[src/hw/rtl/bls_pkg.sv]
// ----------------------------------------------------------------------------
// bls_pkg
// Types and constants shared by the line stepper modules.
// ----------------------------------------------------------------------------
package bls_pkg;

    localparam int COORD_BITS_DEF = 6;
    localparam int FIELD_COORD_W  = 6;
    localparam int COLOUR_W       = 8;
    localparam int QUEUE_DEPTH    = 2;

    typedef struct packed {
        logic [FIELD_COORD_W-1:0] x_start;
        logic [FIELD_COORD_W-1:0] y_start;
        logic [FIELD_COORD_W-1:0] x_end;
        logic [FIELD_COORD_W-1:0] y_end;
        logic [COLOUR_W-1:0]      red_in;
        logic [COLOUR_W-1:0]      green_in;
        logic [COLOUR_W-1:0]      blue_in;
    } t_in_item;

    typedef struct packed {
        logic [FIELD_COORD_W-1:0] pixel_x;
        logic [FIELD_COORD_W-1:0] pixel_y;
        logic [COLOUR_W-1:0]      red_out;
        logic [COLOUR_W-1:0]      green_out;
        logic [COLOUR_W-1:0]      blue_out;
        logic                     last_pixel;
    } t_out_item;

    typedef struct packed {
        logic [COLOUR_W-1:0] red;
        logic [COLOUR_W-1:0] green;
        logic [COLOUR_W-1:0] blue;
    } t_colour;

    localparam int COLOUR_BITS = $bits(t_colour);

    typedef enum logic {
        BackIdle,
        BackRun
    } t_back_state;

endpackage

[src/hw/rtl/bls_front.sv]
// ----------------------------------------------------------------------------
// bls_front
// Accepts line items and classifies them: deltas, directions, major axis.
// ----------------------------------------------------------------------------
module bls_front
    import bls_pkg::*;
#(
    parameter int COORD_BITS = COORD_BITS_DEF,
    parameter int ENTRY_W    = 4 * COORD_BITS + 3 + COLOUR_BITS
) (
    input  t_in_item           i_item,
    input  logic               push,
    output logic               full,
    input  logic               i_q_full,
    output logic               o_q_wr_en,
    output logic [ENTRY_W-1:0] o_q_wr_data
);

    logic [COORD_BITS-1:0] w_xs, w_ys, w_xe, w_ye;
    logic [COORD_BITS-1:0] w_adx, w_ady, w_amaj, w_amin;
    logic                  w_sxn, w_syn, w_xmaj;
    t_colour               w_colour;

    always_comb begin
        // coordinate bits above the tile size are dropped
        w_xs = i_item.x_start[COORD_BITS-1:0];
        w_ys = i_item.y_start[COORD_BITS-1:0];
        w_xe = i_item.x_end[COORD_BITS-1:0];
        w_ye = i_item.y_end[COORD_BITS-1:0];
        w_sxn = (w_xe < w_xs);
        w_syn = (w_ye < w_ys);
        w_adx = w_sxn ? (w_xs - w_xe) : (w_xe - w_xs);
        w_ady = w_syn ? (w_ys - w_ye) : (w_ye - w_ys);
        // diagonal and zero-length lines go y-major
        w_xmaj = (w_adx > w_ady);
        w_amaj = w_xmaj ? w_adx : w_ady;
        w_amin = w_xmaj ? w_ady : w_adx;
        w_colour.red   = i_item.red_in;
        w_colour.green = i_item.green_in;
        w_colour.blue  = i_item.blue_in;
    end

    assign full        = i_q_full;
    assign o_q_wr_en   = push && !i_q_full;
    assign o_q_wr_data = {w_colour, w_xmaj, w_syn, w_sxn, w_amin, w_amaj, w_ys, w_xs};

endmodule

[src/hw/rtl/bls_queue.sv]
// ----------------------------------------------------------------------------
// bls_queue
// Short first-in first-out queue between the front and the back.
// ----------------------------------------------------------------------------
module bls_queue
    import bls_pkg::*;
#(
    parameter int WIDTH = 32
) (
    input  logic             i_clk,
    input  logic             i_rst_n,
    input  logic             i_wr_en,
    input  logic [WIDTH-1:0] i_wr_data,
    input  logic             i_rd_en,
    output logic [WIDTH-1:0] o_rd_data,
    output logic             o_full,
    output logic             o_empty
);

    localparam int PTR_W = (QUEUE_DEPTH > 1) ? $clog2(QUEUE_DEPTH) : 1;
    localparam int CNT_W = $clog2(QUEUE_DEPTH + 1);

    logic [WIDTH-1:0] r_mem [QUEUE_DEPTH];
    logic [PTR_W-1:0] r_wr_ptr, r_rd_ptr, n_wr_ptr, n_rd_ptr;
    logic [CNT_W-1:0] r_count, n_count;
    logic             w_wr, w_rd;

    assign o_full    = (r_count == CNT_W'(QUEUE_DEPTH));
    assign o_empty   = (r_count == '0);
    assign w_wr      = i_wr_en && !o_full;
    assign w_rd      = i_rd_en && !o_empty;
    assign o_rd_data = r_mem[r_rd_ptr];

    always_comb begin
        n_wr_ptr = r_wr_ptr;
        n_rd_ptr = r_rd_ptr;
        n_count  = r_count;
        if (w_wr) begin
            n_wr_ptr = (r_wr_ptr == PTR_W'(QUEUE_DEPTH - 1)) ? '0 : r_wr_ptr + 1'b1;
        end
        if (w_rd) begin
            n_rd_ptr = (r_rd_ptr == PTR_W'(QUEUE_DEPTH - 1)) ? '0 : r_rd_ptr + 1'b1;
        end
        case ({w_wr, w_rd})
            2'b10:   n_count = r_count + 1'b1;
            2'b01:   n_count = r_count - 1'b1;
            default: n_count = r_count;
        endcase
    end

    always_ff @(posedge i_clk) begin
        if (!i_rst_n) begin
            r_wr_ptr <= '0;
            r_rd_ptr <= '0;
            r_count  <= '0;
        end else begin
            r_wr_ptr <= n_wr_ptr;
            r_rd_ptr <= n_rd_ptr;
            r_count  <= n_count;
        end
    end

    always_ff @(posedge i_clk) begin
        if (w_wr) begin
            r_mem[r_wr_ptr] <= i_wr_data;
        end
    end

endmodule

[src/hw/rtl/bls_back.sv]
// ----------------------------------------------------------------------------
// bls_back
// Steps one queued line a pixel per cycle into the result register while it is free or popped.
// ----------------------------------------------------------------------------
module bls_back
    import bls_pkg::*;
#(
    parameter int COORD_BITS = COORD_BITS_DEF,
    parameter int ENTRY_W    = 4 * COORD_BITS + 3 + COLOUR_BITS
) (
    input  logic               i_clk,
    input  logic               i_rst_n,
    input  logic               i_q_empty,
    input  logic [ENTRY_W-1:0] i_q_rd_data,
    output logic               o_q_rd_en,
    output t_out_item          o_result,
    output logic               empty,
    input  logic               pop
);

    // error term range is about +-2^(COORD_BITS+1), sign in the top bit
    localparam int ERR_W = COORD_BITS + 3;

    t_back_state           r_state, n_state;
    logic [COORD_BITS-1:0] r_px, r_py, r_cnt, n_px, n_py, n_cnt;
    logic [ERR_W-1:0]      r_err, r_inc_step, r_inc_hold;
    logic [ERR_W-1:0]      n_err, n_inc_step, n_inc_hold;
    logic                  r_sxn, r_syn, r_xmaj, n_sxn, n_syn, n_xmaj;
    t_colour               r_colour, n_colour;
    logic                  r_ov, n_ov;
    t_out_item             r_out, n_out;

    logic [COORD_BITS-1:0] w_xs, w_ys, w_amaj, w_amin;
    logic                  w_sxn, w_syn, w_xmaj;
    t_colour               w_colour;
    logic [ERR_W-1:0]      w_min2;
    logic                  w_out_free, w_minor, w_xstep, w_ystep;

    assign {w_colour, w_xmaj, w_syn, w_sxn, w_amin, w_amaj, w_ys, w_xs} = i_q_rd_data;
    assign w_min2     = ERR_W'({w_amin, 1'b0});
    assign w_out_free = !r_ov || pop;
    assign w_minor    = !r_err[ERR_W-1];
    assign w_xstep    = r_xmaj || w_minor;
    assign w_ystep    = !r_xmaj || w_minor;

    always_comb begin
        n_state    = r_state;
        n_px       = r_px;
        n_py       = r_py;
        n_cnt      = r_cnt;
        n_err      = r_err;
        n_inc_step = r_inc_step;
        n_inc_hold = r_inc_hold;
        n_sxn      = r_sxn;
        n_syn      = r_syn;
        n_xmaj     = r_xmaj;
        n_colour   = r_colour;
        n_ov       = r_ov && !pop;
        n_out      = r_out;
        o_q_rd_en  = 1'b0;
        unique case (r_state)
            BackIdle: begin
                if (!i_q_empty) begin
                    o_q_rd_en  = 1'b1;
                    n_px       = w_xs;
                    n_py       = w_ys;
                    n_cnt      = w_amaj;
                    n_err      = w_min2 - ERR_W'(w_amaj);
                    n_inc_hold = w_min2;
                    n_inc_step = w_min2 - ERR_W'({w_amaj, 1'b0});
                    n_sxn      = w_sxn;
                    n_syn      = w_syn;
                    n_xmaj     = w_xmaj;
                    n_colour   = w_colour;
                    n_state    = BackRun;
                end
            end
            BackRun: begin
                if (w_out_free) begin
                    n_ov             = 1'b1;
                    n_out.pixel_x    = FIELD_COORD_W'(r_px);
                    n_out.pixel_y    = FIELD_COORD_W'(r_py);
                    n_out.red_out    = r_colour.red;
                    n_out.green_out  = r_colour.green;
                    n_out.blue_out   = r_colour.blue;
                    n_out.last_pixel = (r_cnt == '0);
                    if (r_cnt == '0) begin
                        n_state = BackIdle;
                    end else begin
                        // major axis always moves, minor axis when error is non-negative
                        n_err = w_minor ? (r_err + r_inc_step) : (r_err + r_inc_hold);
                        if (w_xstep) begin
                            n_px = r_sxn ? (r_px - 1'b1) : (r_px + 1'b1);
                        end
                        if (w_ystep) begin
                            n_py = r_syn ? (r_py - 1'b1) : (r_py + 1'b1);
                        end
                        n_cnt = r_cnt - 1'b1;
                    end
                end
            end
            default: n_state = BackIdle;
        endcase
    end

    always_ff @(posedge i_clk) begin
        if (!i_rst_n) begin
            r_state <= BackIdle;
            r_ov    <= 1'b0;
        end else begin
            r_state <= n_state;
            r_ov    <= n_ov;
        end
    end

    always_ff @(posedge i_clk) begin
        r_px       <= n_px;
        r_py       <= n_py;
        r_cnt      <= n_cnt;
        r_err      <= n_err;
        r_inc_step <= n_inc_step;
        r_inc_hold <= n_inc_hold;
        r_sxn      <= n_sxn;
        r_syn      <= n_syn;
        r_xmaj     <= n_xmaj;
        r_colour   <= n_colour;
        r_out      <= n_out;
    end

    assign o_result = r_out;
    assign empty    = !r_ov;

endmodule

[src/hw/rtl/bresenham_line_stepper_core.sv]
// A line item (two endpoints in a 2^COORD_BITS square tile plus an RGB colour)
// is pushed into a two-entry queue; each line then yields max(|dx|,|dy|)+1
// pixel results, one per cycle while results are popped, with last_pixel set
// on the final one. In the stepper a line is first loaded from the queue and
// then stepped one pixel at a time. Up to two further lines wait in the
// queue, so push stays open while a line is being drawn until both queue
// entries are taken.
// ----------------------------------------------------------------------------
// bresenham_line_stepper_core
// Integer line stepper for all octants with queue-style ports on both sides.
// ----------------------------------------------------------------------------
module bresenham_line_stepper_core
    import bls_pkg::*;
#(
    parameter int COORD_BITS = COORD_BITS_DEF
) (
    input  logic      i_clk,
    input  logic      i_rst_n,
    input  t_in_item  i_item,
    input  logic      push,
    output logic      full,
    output t_out_item o_result,
    output logic      empty,
    input  logic      pop
);

    localparam int ENTRY_W = 4 * COORD_BITS + 3 + COLOUR_BITS;

    logic               w_q_wr_en, w_q_rd_en, w_q_full, w_q_empty;
    logic [ENTRY_W-1:0] w_q_wr_data, w_q_rd_data;

    bls_front #(
        .COORD_BITS (COORD_BITS),
        .ENTRY_W    (ENTRY_W)
    ) u_front (
        .i_item      (i_item),
        .push        (push),
        .full        (full),
        .i_q_full    (w_q_full),
        .o_q_wr_en   (w_q_wr_en),
        .o_q_wr_data (w_q_wr_data)
    );

    bls_queue #(
        .WIDTH (ENTRY_W)
    ) u_queue (
        .i_clk     (i_clk),
        .i_rst_n   (i_rst_n),
        .i_wr_en   (w_q_wr_en),
        .i_wr_data (w_q_wr_data),
        .i_rd_en   (w_q_rd_en),
        .o_rd_data (w_q_rd_data),
        .o_full    (w_q_full),
        .o_empty   (w_q_empty)
    );

    bls_back #(
        .COORD_BITS (COORD_BITS),
        .ENTRY_W    (ENTRY_W)
    ) u_back (
        .i_clk       (i_clk),
        .i_rst_n     (i_rst_n),
        .i_q_empty   (w_q_empty),
        .i_q_rd_data (w_q_rd_data),
        .o_q_rd_en   (w_q_rd_en),
        .o_result    (o_result),
        .empty       (empty),
        .pop         (pop)
    );

endmodule

[config.mk]
export PLATFORM = sky130hd
export DESIGN_NAME = bresenham_line_stepper_core
export DESIGN_NICKNAME = d
export VERILOG_FILES = /design/src/hw/rtl/bls_pkg.sv /design/src/hw/rtl/bls_front.sv /design/src/hw/rtl/bls_queue.sv /design/src/hw/rtl/bls_back.sv /design/src/hw/rtl/bresenham_line_stepper_core.sv
export SDC_FILE = /design/constraint.sdc
export NUM_CORES = 1
export LEC_CHECK = 0
export BUFFER_PORTS_ARGS = -buffer_cell sky130_fd_sc_hd__buf_2
export CAP_MARGIN = 5
export CORE_AREA = 2 2 185 187
export CTS_CLUSTER_DIAMETER = 50
export DETAILED_ROUTE_END_ITERATION = 8
export DIE_AREA = 0 0 187 189
export GPL_TIMING_DRIVEN = 1
export PLACE_DENSITY = 0.49
export SYNTH_ARGS = -nofsm -noshare
export SYNTH_HDL_FRONTEND = slang
export SYNTH_SLANG_ARGS = --single-unit
[constraint.sdc]
create_clock -name i_clk -period 4.5 [get_ports i_clk]
set_input_delay 0.225 -clock i_clk [delete_from_list [all_inputs] [get_ports i_clk]]
set_output_delay 0.225 -clock i_clk [all_outputs]
set_load 0.005 [all_outputs]
==> results of run 1 <==
[worst min-delay path by stage]
stage                             start                   to  slack, ps  depth (start not counted)
finish                       i_item[37]  u_queue.r_mem[1][7]         20                          1
floorplan                    i_item[42]  u_queue.r_mem[0][0]        320                          0
CTS                          i_item[37]  u_queue.r_mem[1][7]          3                          1
detailed placement  u_back.r_colour[14]  u_back.o_result[15]        400                          0
global route                 i_item[37]  u_queue.r_mem[1][7]         20                          1
global placement     u_back.r_colour[7]   u_back.o_result[8]        400                          0
[cells by family after synthesis]
| logic type | Yosys count | synth area share [%] |
|---|---|---|
| DFF | 212 | 63.8 |
| and+or+nand+nor | 82 | 4.22 |
| buffers and inverters | 84 | 3.36 |
| xor gates and xnor gates | 34 | 3.02 |
| muxes | 77 | 8.46 |
| adders and majority gates | 66 | 9.06 |
| AOI/OAI and AO/OA | 121 | 8.07 |
[state kept, by name, summed over array words and instances (netlist names), named ones only]
name and flops:
u_queue.r_count 2, u_back.r_ov 1, u_queue.r_rd_ptr 1, u_queue.r_mem 102, u_back.r_xmaj 1, u_back.r_py 6
u_back.r_colour 24, u_back.r_syn 1, u_back.r_sxn 1, u_back.r_inc_step 7, u_back.r_state 1, u_queue.r_wr_ptr 1
u_back.r_px 6, u_back.r_cnt 6, u_back.r_inc_hold 6, u_back.r_err 8, u_back.o_result 37
[metal layers]
layer	track usage [%]	up-vias	wire length, um
met5	0	-	0
met3	1.82	35	804
met1	15.8	2688	9870
met2	19.1	92	9350
met4	3.17	0	478
li1	-	2779	-
[area by class of cell]
cell class	count	area share [%]
clock buffers	32	6.07
multi-input cells	380	26.8
well taps	448	4.62
repair buffers	136	7.30
inverters	66	2.04
flip-flops and latches	212	51.9
clock inverters	17	1.25
[synthesized netlist by cell type (2+ instances only)]
cell,count
edfxtp_1,205
inv_1,66
ha_1,57
a21oi_1,38
mux2i_1,38
mux2_2,37
xnor2_1,25
o21ai_0,21
a21o_1,19
nand2_1,19
nor2_1,19
nor2b_1,13
fa_1,9
xor2_1,9
a211oi_1,8
dfxtp_1,7
nand2b_1,7
o21a_1,7
buf_2,6
clkbuf_1,5
nand3_1,5
nor3_1,5
a31oi_1,4
and2_1,4
buf_1,4
o21bai_1,4
a21boi_0,3
a211o_1,2
a21oi_4,2
and3_1,2
buf_4,2
o211ai_1,2
o31ai_1,2
or3_1,2
[power by group]
part / internal [mW] / switching (mW) / leakage, nW
combinational: 1.28 / 1.71 / 2.29
sequential: 3.09 / 0.225 / 1.98
clock: 1.29 / 0.827 / 0.438
total: 5.66 / 2.76 / 4.71
[stage by stage]
step	std cells	total power [mW]	cell area (um2)	hold slack (ps)	utilization, %
after floorplan	676	5.48	9870	324	-
after global placement	1206	6.34	10900	400	32.7
after detailed placement	1206	6.39	10900	405	32.7
after CTS	1291	8.58	12100	2.64	36.5
after global routing	1291	9.05	12100	20.7	36.5
final	1291	8.43	12100	20.8	36.5
[critical path, cell delays in order]
cell	delay, ps
dlygate4sd3_1	520
buf_2	130
ha_1	170
inv_1	60
fa_1	410
a21oi_1	140
o21ai_1	130
a21oi_4	260
mux2i_1	250
xor2_1	280
inv_1	80
ha_1	280
nand4_1	120
nor2_1	150
nor2_1	50
a21oi_1	150
buf_4	270
mux2i_1	260
==> impl_results.md, run 1 <==
- Setup WS post-layout: 934 ps
- Hold Vio Cnt, Final: 0
- Die Footprint: 0.0353 mm2
- CP endpoint: u_queue.r_mem[1][12]
- First-pass GRT wire length: 32.3 mm
- Synth top area cells: edfxtp_1 62%, ha_1 7.2%, mux2_2 4.2%
- Pwr/cell area: 694 mW/mm2
- Top-area cell type share of the netlist area: 62.4%
- Reg-to-reg endpoint: u_back.r_err[7]
- ANT nets after route: 0
- Cells after Synth: 676
- Leakage power: 4.71 nW
- Commonest cells after routing, fill and taps aside: 205 x edfxtp_1, 90 x buf_2, 65 x inv_1
- CP Launch Type: primary input
- Starting DRT DRC Count: 263
- Clk_lat worst skew: 530 ps
- Layout fillers: 3218
- First-pass iteration count of the detailed router: 4
- Die width: 187 um
- Vias in the first global route: 5829
- Synthesis-stage register bit count: 212
- Most common cell after layout, fill and taps aside: edfxtp_1
- Storage element area: 0.00630 mm2
- Number of synthesized flops with an enable pin: 205
- Via Count: 5594
- Largest net degree at the start of global routing: 53
- Setup TNS: 0 ps
- Row cnt: 67
- Initial cell density of the core: 29.6%
- IO Count: 91
- Initial antenna violation count: 3
- Setup crit start: i_item[42]
- Yosys warning total: 0
- VDD IR max: 285 uV
- Nets: 943
- Fin. max-slew vios: 0
- Worst r2r path cells: 9
- Avg Cell Area, Syn: 14.6 um2
- Critical path capture point type: register
- Maximum clock rate: 0.280 GHz
- Multi-input logic area: 0.00325 mm2
- # diodes: 0
- Chip height: 189 um
- Final Cycle Share: 79.3%
- HPWL after DPL: 13.9 mm
- Asr flop ratio synth: 0%
- CTS hold repair buffers: 36
- Clk slew on worst S/H paths: 60 ps
- # DRC: 0
- H-tree levels: 1
- Root buffer cell: clkbuf_16
- TritonCTS sink count: 212
- Setup bufs post-CTS: 0
- R2R setup slack: 1620 ps
- Setup WS pre-CTS: 947 ps
- Most used DFF post-synth: edfxtp_1
- Seq/Total Area, Yosys: 63.8%
- Critical path peak fanout: 14
- Total gr overflow: 0
- Setup violations, final: 0
- CTS Buf Count: 29
- Area grow syn2layout: 23.0%
- Max-cap violation count: 0
- Synthesized area: 0.00987 mm2
- Status: finished, final reports clean
- Syn Nets: 794
- Unrepaired setup endpoints after global routing: false
- Gpl congestion: 0.800
- Avg Vias per Cell: 4.33
- DR WL/cell: 15.9 um
- Fin Clk Skew: 16.6 ps
- Netlist cell types: 52
- Slew headroom: 46.5%
- Crit path DAT: 3930 ps
- WP data required: 4860 ps
- Final wirelength: 20.5 mm
- Yosys top cell by area: edfxtp_1
- Post-layout min period: 3570 ps
- Core box area: 0.0333 mm2
- Share of cells above drive strength 1: 23.0%
- Tightest Pin Transition: 799 ps
- IO Port Bufs: 90
- Critical path class: in2reg
- CTS tree: done
- Resize count post-CTS: 0
- Worst Hold Class: in2reg
- Longest Clk Path Bufs: 3
- Total track usage: 11.6%
(Power assumes the default switching activity.)
==> run 2: changes to the inputs <==
PLACE_DENSITY = 0.5   (was 0.49)
clock period = 3.1 ns   (was 4.5 ns; I/O delays follow)
==> run 2 against run 1 <==
Die area stayed put; hold slack better by 0.64 ps; cell area is 4.1% higher; global-route usage is 0.42 points lower; worst setup slack worse by 770 ps; sequential share of layout area is 2.0 points lower; non-clock buffer count is 41 higher; core utilization is 1.5 points higher; critical path depth is 3 lower; cell count is 3.0% higher; via count is 2.3% higher; sequential power is 45% higher; highest routed layer unchanged.
==> impl_results.md, run 2 (same netlist as run 1, synthesis figures left out) <==
- TritonCTS sink count: 212
- Setup violations, final: 0
- Cell depth of the worst setup path: 15
- VDD IR max: 457 uV
- Die width: 187 um
- Status: finished, final reports clean
- Fin Clk Skew: 17.8 ps
- Worst Hold Class: in2reg
- Slew headroom: 48.4%
- Switch share: 32.3%
- Hold Vio Cnt, Final: 0
- Fin. max-slew vios: 0
- Flop pwr share: 38.3%
- Most common cell after layout, fill and taps aside: edfxtp_1
- CTS tree: done
- Maximum clock rate: 0.341 GHz
- ANT nets after route: 0
- Critical path peak fanout: 7
- Area grow syn2layout: 28.1%
- CP max stage delay: 530 ps
- Pwr/cell area: 996 mW/mm2
- DR WL/cell: 14.9 um
- CP Launch Type: primary input
- Sw Pwr: 4.06 mW
- Initial antenna violation count: 1
- Layout fillers: 3191
- # DRC: 0
- HPWL after DPL: 13.5 mm
- Critical path capture point type: register
- Logic pwr share: 37.5%
- Final wirelength: 19.8 mm
- Post-Place Cells: 1239
- Largest net degree at the start of global routing: 53
- Clk_lat worst skew: 530 ps
- Internal power: 8.52 mW
- Worst r2r path cells: 10
- Final Cycle Share: 94.6%
- First-pass iteration count of the detailed router: 4
- Setup TNS: 0 ps
- Leakage power: 4.91 nW
- Total gr overflow: 0
- Tightest Pin Transition: 774 ps
- Hold Path Depth: 3
- Root buffer cell: clkbuf_16
- Gpl congestion: 0.787
- Crit-path cells: dlygate4sd3_1, buf_2, ha_2, o211ai_4, a21oi_4, mux2_4, mux2i_4, ha_1, nand4_1, nor2_1, nor2_1, a21oi_2, buf_12, buf_12, mux2i_4
- Initial cell density of the core: 29.6%
- Share of cells above drive strength 1: 29.3%
- Max FFs per register: 102
- Vias in the first global route: 5774
- Crit path DAT: 3190 ps
- Clk slew on worst S/H paths: 50 ps
- H-tree levels: 1
- Avg Vias per Cell: 4.30
- CTS Buf Count: 26
- Die Footprint: 0.0353 mm2
- Clock Power Share: 24.2%
- IO Port Bufs: 90
- Max-cap violation count: 0
- Total track usage: 11.1%
- Post-layout min period: 2930 ps
- CP max stage cell: dlygate4sd3_1
- WP data required: 3360 ps
- First-pass GRT wire length: 31.2 mm
- Final cell count without fillers: 1330
- Core box area: 0.0333 mm2
- Crit path max-delay family: buffers and inverters
- Critical path class: in2reg
- Longest Clk Path Bufs: 3
- IO Count: 91
- Crit path buf inv count: 4
- Starting DRT DRC Count: 273
- Reg with most FFs: u_queue.r_mem
- Chip height: 189 um
- Nets: 981
- Row cnt: 67
- Via Count: 5721
- Commonest cells after routing, fill and taps aside: 205 x edfxtp_1, 88 x buf_2, 65 x inv_1
## run 2: area by class of cell
cell class / instances / area [um2] / share of cell area, %
diodes: 1 / 2.50 / 0.0198
clock buffers: 27 / 654 / 5.18
clock inverters: 19 / 216 / 1.71
inverters: 66 / 251 / 1.99
multi-input cells: 380 / 3390 / 26.9
flip-flops and latches: 212 / 6300 / 49.9
well taps: 448 / 561 / 4.44
repair buffers: 177 / 1250 / 9.93
## run 2: power by group through the flow
stage / clock network (mW) / registers (mW) / logic, mW
6_report: 3.04 / 4.82 / 4.72
5_1_grt: 3.23 / 4.91 / 5.37
3_5_place_dp: 0 / 4.88 / 4.50
4_1_cts: 3.13 / 4.83 / 4.57
2_1_floorplan: 0 / 4.78 / 3.18
3_3_place_gp: 0 / 4.86 / 4.48
## run 2: per-layer routing
metal | part of all wire (%) | track usage [%]
met1 | 48 | 15.1
met3 | 4.1 | 1.84
met2 | 46 | 18.5
met4 | 1.9 | 3.21
met5 | 0 | 0
## run 2: final timing paths
check                     start                    to  slack, ps
max                  i_item[39]  u_queue.r_mem[1][16]        170
min reg2reg  u_back.r_colour[7]    u_back.o_result[8]        420
min                         pop           u_back.r_ov         20
max reg2reg     u_back.r_err[8]       u_back.r_err[7]        330
## run 2: through the flow
stage	util (%)	area, um2	setup slack [ps]	hold WS (ps)	total power, mW
after floorplan	-	9880	9.57	254	7.96
after global placement	33.6	11200	-85.6	343	9.34
after detailed placement	33.6	11200	-227	346	9.38
after CTS	37.3	12400	44.4	8.58	12.5
after global routing	38.0	12600	-3.65	30.2	13.5
final	38.0	12600	168	21.4	12.6
## run 2: tightest hold or removal path, stage by stage
cell and delay [ps]:
buf_2 70, nor2_1 80, o21a_1 180
## run 2: timing repair
action / 4_1_cts / 5_1_grt
hold endpoints to repair: 77 / 0
buffers inserted: 0 / 9
hold buffers: 36 / 0
setup endpoints to repair: 0 / 25
resized for setup: 0 / 36
